### config.mk
export PLATFORM = sky130hd
export DESIGN_NAME = timestamp_command_parser
export DESIGN_NICKNAME = d
export VERILOG_FILES = /design/src/sv/tcp_pkg.sv /design/src/sv/tcp_capture.sv /design/src/sv/tcp_convert.sv /design/src/sv/timestamp_command_parser.sv
export VERILOG_INCLUDE_DIRS = /design/src /design/src/sv
export SDC_FILE = /design/constraint.sdc
export NUM_CORES = 1
export LEC_CHECK = 0
export BUFFER_PORTS_ARGS = -buffer_cell sky130_fd_sc_hd__buf_2
export CAP_MARGIN = 25
export CELL_PAD_IN_SITES_DETAIL_PLACEMENT = 0
export CELL_PAD_IN_SITES_GLOBAL_PLACEMENT = 1
export CORE_MARGIN = 1
export CORE_UTILIZATION = 35
export CTS_BUF_LIST = sky130_fd_sc_hd__clkbuf_4 sky130_fd_sc_hd__clkbuf_8 sky130_fd_sc_hd__clkbuf_16
export DETAILED_ROUTE_END_ITERATION = 8
export PLACE_DENSITY = 0.68
export SYNTH_ARGS = -nofsm -noshare
export SYNTH_HDL_FRONTEND = slang
export SYNTH_SLANG_ARGS = --single-unit
export TNS_END_PERCENT = 100
### constraint.sdc
create_clock -name clk_i -period 2.6 [get_ports clk_i]
set_input_delay 0.13 -clock clk_i [delete_from_list [all_inputs] [get_ports clk_i]]
set_output_delay 0.13 -clock clk_i [all_outputs]
set_load 0.005 [all_outputs]
### src/sv/timestamp_command_parser_assert.svh
// Assertion macros for the timestamp command parser.
// Depends on clk_i and rst_ni being visible in the including module.
`ifndef TIMESTAMP_COMMAND_PARSER_ASSERT_SVH
`define TIMESTAMP_COMMAND_PARSER_ASSERT_SVH

`ifndef NO_ASSERTIONS
// Clocked check, disabled while in reset.
`define TCP_ASSERT(lbl, prop) \
  lbl: assert property (@(posedge clk_i) disable iff (!rst_ni) prop) \
    else $error("timestamp_command_parser: check failed");
// Same, with a caller supplied message string.
`define TCP_ASSERT_MSG(lbl, prop, msg) \
  lbl: assert property (@(posedge clk_i) disable iff (!rst_ni) prop) \
    else $error(msg);
`else
`define TCP_ASSERT(lbl, prop)
`define TCP_ASSERT_MSG(lbl, prop, msg)
`endif

`endif

### src/sv/tcp_pkg.sv
// Shared types, constants and helpers for the timestamp command parser.
// No dependencies.
package tcp_pkg;

  localparam int unsigned BufferLen  = 16;
  localparam int unsigned StoreDepth = BufferLen - 1;
  localparam int unsigned MinChars   = 14;
  localparam int unsigned CntW       = $clog2(BufferLen);
  localparam int unsigned IdxW       = $clog2(MinChars);

  localparam logic [7:0] StartByte = 8'h54;  // 'T'
  localparam logic [7:0] EndByte   = 8'h00;
  localparam logic [7:0] DigitZero = 8'h30;  // '0'

  // Only the first MinChars characters of a command are kept.
  typedef logic [MinChars-1:0][7:0] char_arr_t;

  typedef struct packed {
    logic            receiving;
    logic [CntW-1:0] count;
  } cap_status_t;

  typedef struct packed {
    logic [7:0] day;
    logic [7:0] month;
    logic [7:0] year;
    logic [7:0] hours;
    logic [7:0] minutes;
    logic [7:0] seconds;
  } stamp_t;

  // (hi - '0') * 10 + (lo - '0'), wrapped to 8 bits, no digit check
  function automatic logic [7:0] pair_value(input logic [7:0] hi, input logic [7:0] lo);
    logic [7:0] a;
    logic [7:0] b;
    a = hi - DigitZero;
    b = lo - DigitZero;
    return (a << 3) + (a << 1) + b;
  endfunction

endpackage

### src/sv/tcp_capture.sv
// Command capture: start/end detection, character count and character store.
// Depends on tcp_pkg.
module tcp_capture (
  input  logic                clk_i,
  input  logic                rst_ni,
  input  logic                fire_i,
  input  logic [7:0]          rx_data_i,
  output logic                emit_o,
  output tcp_pkg::char_arr_t  chars_o,
  output tcp_pkg::cap_status_t status_o
);

  logic                    receiving_q, receiving_d;
  logic [tcp_pkg::CntW-1:0] count_q, count_d;
  tcp_pkg::char_arr_t      store_q;
  logic                    store_we;

  always_comb begin
    receiving_d = receiving_q;
    count_d     = count_q;
    store_we    = 1'b0;
    emit_o      = 1'b0;
    if (fire_i) begin
      priority if (rx_data_i == tcp_pkg::StartByte) begin
        receiving_d = 1'b1;
        count_d     = '0;
      end else if (!receiving_q) begin
        // idle: byte dropped
      end else if (rx_data_i == tcp_pkg::EndByte) begin
        receiving_d = 1'b0;
        emit_o      = (count_q >= tcp_pkg::CntW'(tcp_pkg::MinChars));
      end else if (count_q < tcp_pkg::CntW'(tcp_pkg::StoreDepth)) begin
        store_we = (count_q < tcp_pkg::CntW'(tcp_pkg::MinChars));
        count_d  = count_q + 1'b1;
      end else begin
        // store full: abort
        receiving_d = 1'b0;
      end
    end
  end

  always_ff @(posedge clk_i or negedge rst_ni) begin
    if (!rst_ni) begin
      receiving_q <= 1'b0;
      count_q     <= '0;
    end else begin
      receiving_q <= receiving_d;
      count_q     <= count_d;
    end
  end

  always_ff @(posedge clk_i) begin
    if (store_we) begin
      store_q[count_q[tcp_pkg::IdxW-1:0]] <= rx_data_i;
    end
  end

  assign chars_o            = store_q;
  assign status_o.receiving = receiving_q;
  assign status_o.count     = count_q;

endmodule

### src/sv/tcp_convert.sv
// Converts the stored character pairs into date and time values.
// Depends on tcp_pkg.
module tcp_convert (
  input  tcp_pkg::char_arr_t chars_i,
  output tcp_pkg::stamp_t    stamp_o
);

  // characters 4 and 5 are skipped
  assign stamp_o.day     = tcp_pkg::pair_value(chars_i[0],  chars_i[1]);
  assign stamp_o.month   = tcp_pkg::pair_value(chars_i[2],  chars_i[3]);
  assign stamp_o.year    = tcp_pkg::pair_value(chars_i[6],  chars_i[7]);
  assign stamp_o.hours   = tcp_pkg::pair_value(chars_i[8],  chars_i[9]);
  assign stamp_o.minutes = tcp_pkg::pair_value(chars_i[10], chars_i[11]);
  assign stamp_o.seconds = tcp_pkg::pair_value(chars_i[12], chars_i[13]);

endmodule

### src/sv/timestamp_command_parser.sv
// Timestamp command parser, top level.
// Depends on tcp_pkg, tcp_capture, tcp_convert, timestamp_command_parser_assert.svh.
//
// Usage:
//   rx channel (rx_valid_i/rx_ready_o/rx_data_i) carries received UART bytes,
//   one byte per transfer. 'T' starts a command, a zero byte ends it.
//   ts channel (ts_valid_o/ts_ready_i) carries one date/time result per
//   command that held at least 14 characters when its zero byte arrived.
//   The result is registered and is on the outputs in the cycle after the end byte
//   transfer. One byte per cycle while rx_ready_o is high; the capture state and the
//   pair conversion sit between the state registers and the result register.
//   The result register decouples the sides: a byte is taken whenever the
//   result register is empty or being drained in the same cycle. If the
//   receiver stalls with a result pending, rx_ready_o drops until it is taken.
//   Reset: idle, count zero, no result pending; bytes other than 'T' are
//   dropped until a command starts.
`include "timestamp_command_parser_assert.svh"

module timestamp_command_parser (
  input  logic       clk_i,
  input  logic       rst_ni,
  input  logic       rx_valid_i,
  output logic       rx_ready_o,
  input  logic [7:0] rx_data_i,
  output logic       ts_valid_o,
  input  logic       ts_ready_i,
  output logic [7:0] day_o,
  output logic [7:0] month_o,
  output logic [7:0] year_o,
  output logic [7:0] hours_o,
  output logic [7:0] minutes_o,
  output logic [7:0] seconds_o
);

  logic                  rx_fire;
  logic                  emit;
  tcp_pkg::char_arr_t    chars;
  tcp_pkg::cap_status_t  status;
  tcp_pkg::stamp_t       stamp;
  tcp_pkg::stamp_t       stamp_q;
  logic                  valid_q, valid_d;

  assign rx_ready_o = !valid_q || ts_ready_i;
  assign rx_fire    = rx_valid_i && rx_ready_o;

  tcp_capture u_capture (
    .clk_i     (clk_i),
    .rst_ni    (rst_ni),
    .fire_i    (rx_fire),
    .rx_data_i (rx_data_i),
    .emit_o    (emit),
    .chars_o   (chars),
    .status_o  (status)
  );

  tcp_convert u_convert (
    .chars_i (chars),
    .stamp_o (stamp)
  );

  always_comb begin
    valid_d = valid_q;
    if (rx_ready_o) begin
      valid_d = rx_fire && emit;
    end
  end

  always_ff @(posedge clk_i or negedge rst_ni) begin
    if (!rst_ni) begin
      valid_q <= 1'b0;
    end else begin
      valid_q <= valid_d;
    end
  end

  always_ff @(posedge clk_i) begin
    if (rx_fire && emit) begin
      stamp_q <= stamp;
    end
  end

  assign ts_valid_o = valid_q;
  assign day_o      = stamp_q.day;
  assign month_o    = stamp_q.month;
  assign year_o     = stamp_q.year;
  assign hours_o    = stamp_q.hours;
  assign minutes_o  = stamp_q.minutes;
  assign seconds_o  = stamp_q.seconds;

  // a new result only follows a transferred end byte
  `TCP_ASSERT(a_result_after_end,
    $rose(valid_q) |-> $past(rx_fire && rx_data_i == tcp_pkg::EndByte))
  // count never passes the store depth
  `TCP_ASSERT_MSG(a_count_bound,
    status.count <= tcp_pkg::CntW'(tcp_pkg::StoreDepth), "char count overflow")
  // start byte restarts the command
  `TCP_ASSERT(a_start_restarts,
    (rx_fire && rx_data_i == tcp_pkg::StartByte) |=>
      (status.receiving && status.count == '0))

endmodule
# Yosys cells after proc, flatten, opt, wreduce, memory -nomap -nowiden
# Index checks and enable logic that the tools add are counted.
# word_totals
reg_bits	166
input_bits	12
output_inout_bits	50
word_cells	84
# classes
addsub	25
n_lt_le_gt_ge	5
n_eq_ne	2
n_mux	20
n_reduce_logical	9
# ops
op	count
bitwise mux 112 bit	1
adder 8 bit	12
subtractor 8 x 6 -> 8 bit (second input constant)	6
subtractor 7 x 6 -> 7 bit (second input constant)	6
demux 8 bit (select 4 bit)	1
two-way mux 4 bit	4
two-way mux 1 bit	13
equality test 8 x 7 -> 1 bit (second input constant)	1
zero test 8 bit	1
< comparator 4 bit (second input constant)	2
two-way mux 8 bit	1
< comparator 4 x 5 -> 1 bit (second input constant)	1
adder 4 x 1 -> 4 bit (second input constant)	1
greater-or-equal comparator 4 x 1 -> 1 bit (second input constant)	1
greater-or-equal comparator 4 bit (second input constant)	1
AND reduction 4 bit	1
nonzero test 2 bit	2
logical AND 1 bit	3
inequality test 2 x 1 -> 1 bit (second input constant)	1
zero test 1 bit	1
logical OR 1 bit	1

# Longest topological paths before layout
# Gate-level depths: netlist of run 1.
# depth
ltp_word	6
mapped_depth	11
mapped_depth_nobuf	11

# Cells and area by module
# A second synthesis of run 1 with hierarchy kept.
# hier_totals
cells_unflattened	497
hier_area_um2	7891.3
# modules_own_cells
module	instances	cells_each	area_each_um2	seq_area_each_um2
tcp_capture	1	181	3900.0	3488.3
tcp_convert	1	262	2481.1	0.0
timestamp_command_parser	1	54	1510.2	1466.4

# Worst setup path after synthesis of run 1
# OpenSTA, ideal clock, no wires.
# synth_path
path_type	register to register
startpoint	reg u_capture.store_q (netlist bit u_capture.chars_o[50])
endpoint	reg stamp_q (netlist bit year_o[7]), data pin
setup_time_ps	259
t_arrival_ps	2241
t_required_ps	2341
slack_ps	100
stages_incl_launch_ff	10
path_buffers	0
synth_period_minus_slack_ps	2500
cell_sequence	edfxtp_1 -> inv_1 -> fa_1 -> inv_1 -> ha_1 -> ha_1 -> fa_1 -> a21o_1 -> a21oi_1 -> xnor2_1
# synth_lines
item	line	text
start: declaration	tcp_capture.sv:15	tcp_pkg::char_arr_t store_q;
start signal: indexed assignment	tcp_capture.sv:54	store_q[count_q[tcp_pkg::IdxW-1:0]] <= rx_data_i;
end signal: assignment	timestamp_command_parser.sv:78	stamp_q <= stamp;
end: declaration	timestamp_command_parser.sv:40	tcp_pkg::stamp_t stamp_q;

==> metrics.txt, run 1 <==
status completed; final-stage net count roughly 660; full die area approximately 21000 sq um; Fmax 403 MHz; initial antenna violation count 0; Arr. time, crit path ~2.7 ns; Die Y ~140 microns; Final Util a little over two fifths; Max VDD drop between 0.0004 and 0.0005 V; Seq/Total Area, Yosys 60.9%; leakage approximately 0.0036 uW; Worst EP required approximately 2.8 ns; Worst setup EP type flop; n_diodes 0; HPWL after detailed placement slightly above 8 mm; Initial DRC Count ~140; pins over their slew limit 0; drt wl/cell between 10 and 15 microns; deepest clock path buffer count 2; layout cells sized above 1 22.7%; Worst setup SP type flop; warnings from Yosys 0; Critical R2R Launch u_capture.chars_o[80]; Post-Syn Nets approximately 570; width of the chip 144 microns; clock buffer count from CTS 17; H-tree depth 4; IO buf count 61; Synth cell types 34; Max Clock Skew about 0.0074 ns; Fin Hold WS between 0.06 and 0.07 ns; final instance area 8480 sq um; Final GP Congestion roughly 0.75; crit path max fanout 2; clk sink count around 140; Placed Instance Area a little under 8000 sq um; Root Buffer clkbuf_16; GRT met1 Usage between 10% and 20%; WS Path Type flop to flop; busiest grt layer met2; relative max-transition margin between 60% and 70%; filler cell count about 1800; Layout Area Growth over Synthesis 20.3%; CTS clk-pin slew, worst paths about 0.06 ns; Worst Hold Class input port to asynchronous set/reset pin; GRT Overall Usage between 10% and 20%; PnR worst setup slack 0.121 ns; # IOs 62; total grt overflow 0; total number of vias ~3600; final setup vio count 0; cell area after synthesis a little over 7000 sq um; flop-to-flop setup slack roughly 0.12 ns; # DRC 0; max-cap viol count 0; Starting Density 36.0%; Cells after Synth roughly 450; routed wire length roughly 12 mm; met3 GRT Util 3.37%; core area roughly 20000 sq um; Yosys reg bits 144; area of the multi-input gates between 2000 and 2500 sq um; iteration count of the initial detailed-routing pass 4; Tot Pwr around 5500 uW; global-route wire length before repair around 19 mm; row count 51; Final Hold Fails 0; vias in the first global route ~3800; Vias per Instance ~4.4; worst reg2reg path depth 7; CTS tree built; largest net degree at the start of global routing 49; Period minus WS final around 2.5 ns; met2 Use GR 21.2%; Final ANT Viol Nets 0; pre-CTS setup slack around 0.015 ns; FF/Latch Area 4290 sq um; worst-margin pin slew 0.464 ns; Critical Path Start u_capture.chars_o[80]; power per cell area 650 nW/um^2; final worst-path cycle share 95.4%; Mean Syn Cell Area 15.8 sq um; clk_lat worst skew 0.42 ns
## sequential cells by signal, summed over array words and instances, names as in the netlist
name                   count
year_o                     8
u_capture.count_q          4
minutes_o                  8
u_capture.receiving_q      1
seconds_o                  8
hours_o                    8
u_capture.chars_o         90
month_o                    8
day_o                      8
ts_valid_o                 1
## final cells by class
class / instances / area share [%]
multi-input combinational: 222 / 29.3
inverter: 78 / 3.45
clock buffer: 27 / 6.27
timing repair buffer: 74 / 4.93
tap: 265 / 3.91
clock inverter: 5 / 1.48
sequential: 144 / 50.6
## cell usage in the layout, fill, tap and decap left out, drive strengths merged, types with 3 or more instances in the layout
| cell type | synthesis | final |
|---|---|---|
| a21o | 12 | 12 |
| fa | 30 | 30 |
| inv | 78 | 78 |
| ha | 76 | 76 |
| dfrtp | 6 | 6 |
| buf | 0 | 73 |
| and3 | 11 | 11 |
| nand3 | 4 | 4 |
| xnor2 | 41 | 41 |
| nand2 | 3 | 3 |
| edfxtp | 138 | 138 |
| a21oi | 12 | 12 |
| bufinv | 0 | 4 |
| or4 | 3 | 3 |
| xor2 | 7 | 7 |
| clkbuf | 3 | 27 |
## critical path, cell delays in order, from the launching register on
cell and delay, ns:
edfxtp_1 0.42, fa_1 0.50, ha_1 0.31, ha_1 0.23
fa_2 0.35, a21o_1 0.20, a21oi_2 0.15, xnor2_1 0.08
## synthesized netlist by cell type (all sizes together)
| library cell | count | area [sq um] |
|---|---|---|
| inv | 78 | 293 |
| o31ai | 2 | 15.0 |
| and4 | 2 | 17.5 |
| or3 | 1 | 6.26 |
| a31o | 1 | 8.76 |
| nand4 | 2 | 27.5 |
| nand2b | 2 | 12.5 |
| or2 | 1 | 6.26 |
| clkbuf | 3 | 12.5 |
| a21boi | 2 | 15.0 |
| nor2b | 1 | 6.26 |
| nor3 | 1 | 16.3 |
| or4 | 3 | 26.3 |
| nand2 | 3 | 11.3 |
| a2111oi | 1 | 8.76 |
| a32o | 1 | 10.0 |
| a21oi | 12 | 60.1 |
| xnor2 | 41 | 359 |
| xor2 | 7 | 61.3 |
| nand3 | 4 | 20.0 |
| dfrtp | 6 | 150 |
| and3 | 11 | 68.8 |
| fa | 30 | 601 |
| a21o | 12 | 90.1 |
| and4b | 2 | 20.0 |
| ha | 76 | 951 |
| edfxtp | 138 | 4140 |
| nor2 | 2 | 15.0 |
| a211oi | 2 | 20.0 |
## repair_timing
action                                  CTS  global route
endpoints found under the setup margin    0             6
hold buffers                              1             0
resized for setup                         0            12
endpoints found under the hold margin     6             0
buffers inserted                          0             3
## metrics by stage
stage               setup TNS (ns)  std cells
CTS                              0        812
detailed placement               0        779
finish                           0        815
floorplan                        0        447
global placement                 0        779
global route              -0.00459        815
## report_power, final
group | switching (uW) | internal (uW) | total, uW
combinational | 150 | 105 | 255
clock | 869 | 1790 | 2650
sequential | 34.1 | 2570 | 2600
## worst paths after layout
check                                         to
max                                 minutes_o[7]
min                                   ts_valid_o
max reg2reg                         minutes_o[7]
min reg2reg                            year_o[0]
max in group asynchronous   u_capture.count_q[3]
min in group clk_i         u_capture.receiving_q
## routing by layer
metal  share of wire [%]  routed length [microns]
met1                  47                     5630
met3                 3.7                      448
met4                 1.8                      212
met5                   0                        0
met2                  48                     5740
## cells by family (layout without fill, tap and decap cells)
| group | count (synthesis) | count (layout) | share of synthesized area, % |
|---|---|---|---|
| AO/OA/AOI/OAI | 33 | 33 | 3.23 |
| XOR/XNOR | 48 | 48 | 5.96 |
| adder cells (fa/ha/maj) | 106 | 106 | 22.0 |
| buffers and inverters | 81 | 184 | 4.33 |
| flip-flops | 144 | 144 | 60.9 |
| AND/OR/NAND/NOR | 35 | 35 | 3.60 |
No activity file was read; power rests on OpenSTA's default activity.
==> inputs of run 2 (changes only) <==
- BUFFER_PORTS_ARGS: -buffer_cell sky130_fd_sc_hd__buf_2 -> -buffer_cell sky130_fd_sc_hd__clkbuf_2
- CORE_ASPECT_RATIO: unset -> 1.1
==> run 2 against run 1 <==
Effect of this change:
- power down 3.7%
- sequential share of layout area up 0.060 points
- clock skew down 0.00056 ns
- die area about the same
- global-route usage up 0.28 points
- critical endpoint unchanged
- via count up 0.44%
- setup slack worse by 0.012 ns
- design area down 0.12%
- final cell count down 0.61%
==> metrics.txt, run 2 (same netlist as run 1, synthesis figures left out) <==
Max VDD drop 0.000499 V (+20%); Period minus WS final 2.49 ns (+0.0124 ns); pins over their slew limit 0 (unchanged); Starting Density 35.6% (-0.38 points); CTS tree built; met2 Use GR 22.4% (+1.2 points); Initial DRC Count 137 (-2.8%); Arr. time, crit path 2.66 ns (about the same); total grt overflow 0 (unchanged); Max Clock Skew 0.00688 ns (-0.000560 ns); Worst EP required 2.77 ns (about the same); global-route wire length before repair 19.7 mm (+2.8%); Final Hold Fails 0 (unchanged); pre-CTS setup slack 0.00942 ns (-0.00549 ns); busiest grt layer met2; Critical R2R Launch u_capture.chars_o[80]; CTS clk-pin slew, worst paths 0.06 ns (about the same); drt wl/cell 15.0 microns (+1.6%); worst reg2reg path depth 7 (unchanged); largest net degree at the start of global routing 49 (unchanged); filler cell count 1783 (+1.1%); relative max-transition margin 71.3% (+2.2 points); leakage 0.00358 uW (+0.37%); H-tree depth 4 (unchanged); GRT Overall Usage 13.1% (+0.28 points); flop-to-flop setup slack 0.11 ns (about the same); commonest cells after routing, fill and taps aside 138 x edfxtp_1, 77 x inv_1, 75 x ha_1, 61 x clkbuf_2, 41 x xnor2_1; Hold EP u_capture.chars_o[106]; Die Y 151 microns (+4.8%); Final ANT Viol Nets 0 (unchanged); final-stage net count 664 (+1.4%); Worst setup SP type flop; total number of vias 3626 (+0.44%); Fmax 401 MHz (-0.50%); row count 54 (+5.9%); GRT met1 Usage 15.3% (-0.49 points); full die area 20700 sq um (about the same); HPWL after detailed placement 8.44 mm (+2.1%); Worst R2R End minutes_o[7]; final setup vio count 0 (unchanged); worst-margin pin slew 0.430 ns (-0.0334 ns); final worst-path cycle share 95.8% (+0.48 points); vias in the first global route 3883 (+2.5%); WS Path Type flop to flop; core area 19800 sq um (+1.1%); FF/Latch Area 4290 sq um (unchanged); initial antenna violation count 0 (unchanged); Worst setup EP type flop; n_diodes 0 (unchanged); Vias per Instance 4.48 (+1.1%); Worst Hold Class input port to flop; power per cell area 627 nW/um^2 (-3.6%); crit path max fanout 2 (unchanged); # IOs 62 (unchanged); width of the chip 137 microns (-4.6%); max FFs per register 90 (unchanged); Hold Path Depth 1; # DRC 0 (unchanged); clk sink count 144 (unchanged); Hold Crit Start rx_data_i[2]; commonest non-fill, non-tap cell in the layout edfxtp_1; IO buf count 61 (unchanged); deepest clock path buffer count 2 (unchanged); clock buffer count from CTS 17 (unchanged); Layout Area Growth over Synthesis 20.1%; area of the multi-input gates 2490 sq um (+0.10%); RSZ-0062 raised after global routing true; max-cap viol count 0 (unchanged); layout cells sized above 1 24.0% (+1.3 points); Tot Pwr 5310 uW (-3.7%); status completed; Root Buffer clkbuf_16; iteration count of the initial detailed-routing pass 4 (unchanged); routed wire length 12.2 mm (+1.0%); met3 GRT Util 2.81% (-0.55 points); PnR worst setup slack 0.108 ns (-0.0124 ns); clk_lat worst skew 0.43 ns (about the same); Final GP Congestion 0.732 (-2.1%)
-- run 2: metal layers --
metal	share of wire [%]	up-vias
met1	43	1764
met2	50	66
li1	-	1768
met4	2.6	0
met3	3.6	28
met5	0	-
-- run 2: layout make-up --
type,count,share of cell area [%]
Tap cell,252,3.72
Clock buffer,17,5.02
Clock inverter,14,1.98
Sequential cell,144,50.7
Timing Repair Buffer,83,5.73
Inverter,78,3.46
Multi-Input combinational cell,222,29.4
-- run 2: through the flow --
| stage | hold WS [ns] | utilization, % | TNS (ns) | instances | instance area (sq um) |
|---|---|---|---|---|---|
| after floorplan | -0.166 | - | 0 | 447 | 7050 |
| after global placement | -0.0322 | 39.3 | 0 | 771 | 7780 |
| after detailed placement | -0.0262 | 39.3 | 0 | 771 | 7780 |
| after CTS | 0.0122 | 42.4 | 0 | 803 | 8390 |
| after global routing | 0.00736 | 42.8 | -0.00393 | 810 | 8470 |
| final | 0.0146 | 42.8 | 0 | 810 | 8470 |
-- run 2: worst max path at each step --
| stage | cells after the start | from | endpoint | slack (ns) |
|---|---|---|---|---|
| after global placement | 9 | u_capture.chars_o[96] | seconds_o[7] | 0.05 |
| final | 7 | u_capture.chars_o[80] | minutes_o[7] | 0.11 |
| after floorplan | 9 | u_capture.chars_o[50] | year_o[7] | 0.1 |
| after detailed placement | 9 | u_capture.chars_o[48] | year_o[7] | 0.009 |
| after global routing | 9 | u_capture.chars_o[48] | year_o[7] | -0.004 |
| after CTS | 9 | u_capture.chars_o[48] | year_o[7] | 0.005 |
-- run 2: worst max-delay path, cell delays in order (launching register included) --
cell	delay, ns
edfxtp_1	0.41
fa_1	0.50
ha_1	0.31
ha_1	0.23
fa_2	0.36
a21o_1	0.20
a21oi_2	0.15
xnor2_1	0.09
-- run 2: power breakdown --
part	leakage (uW)	internal (uW)	switching (uW)
Sequential	0.00132	2570	34.3
Combinational	0.00198	111	150
Clock	0.000285	1500	947
Total	0.00358	4180	1130
-- run 2: what timing repair did --
action,4_1_cts,5_1_grt
gates resized for setup,1,12
buffers inserted,0,7
endpoints found under the setup margin,1,6
endpoints found under the hold margin,6,0
pin swaps,0,3
hold buffers,1,0
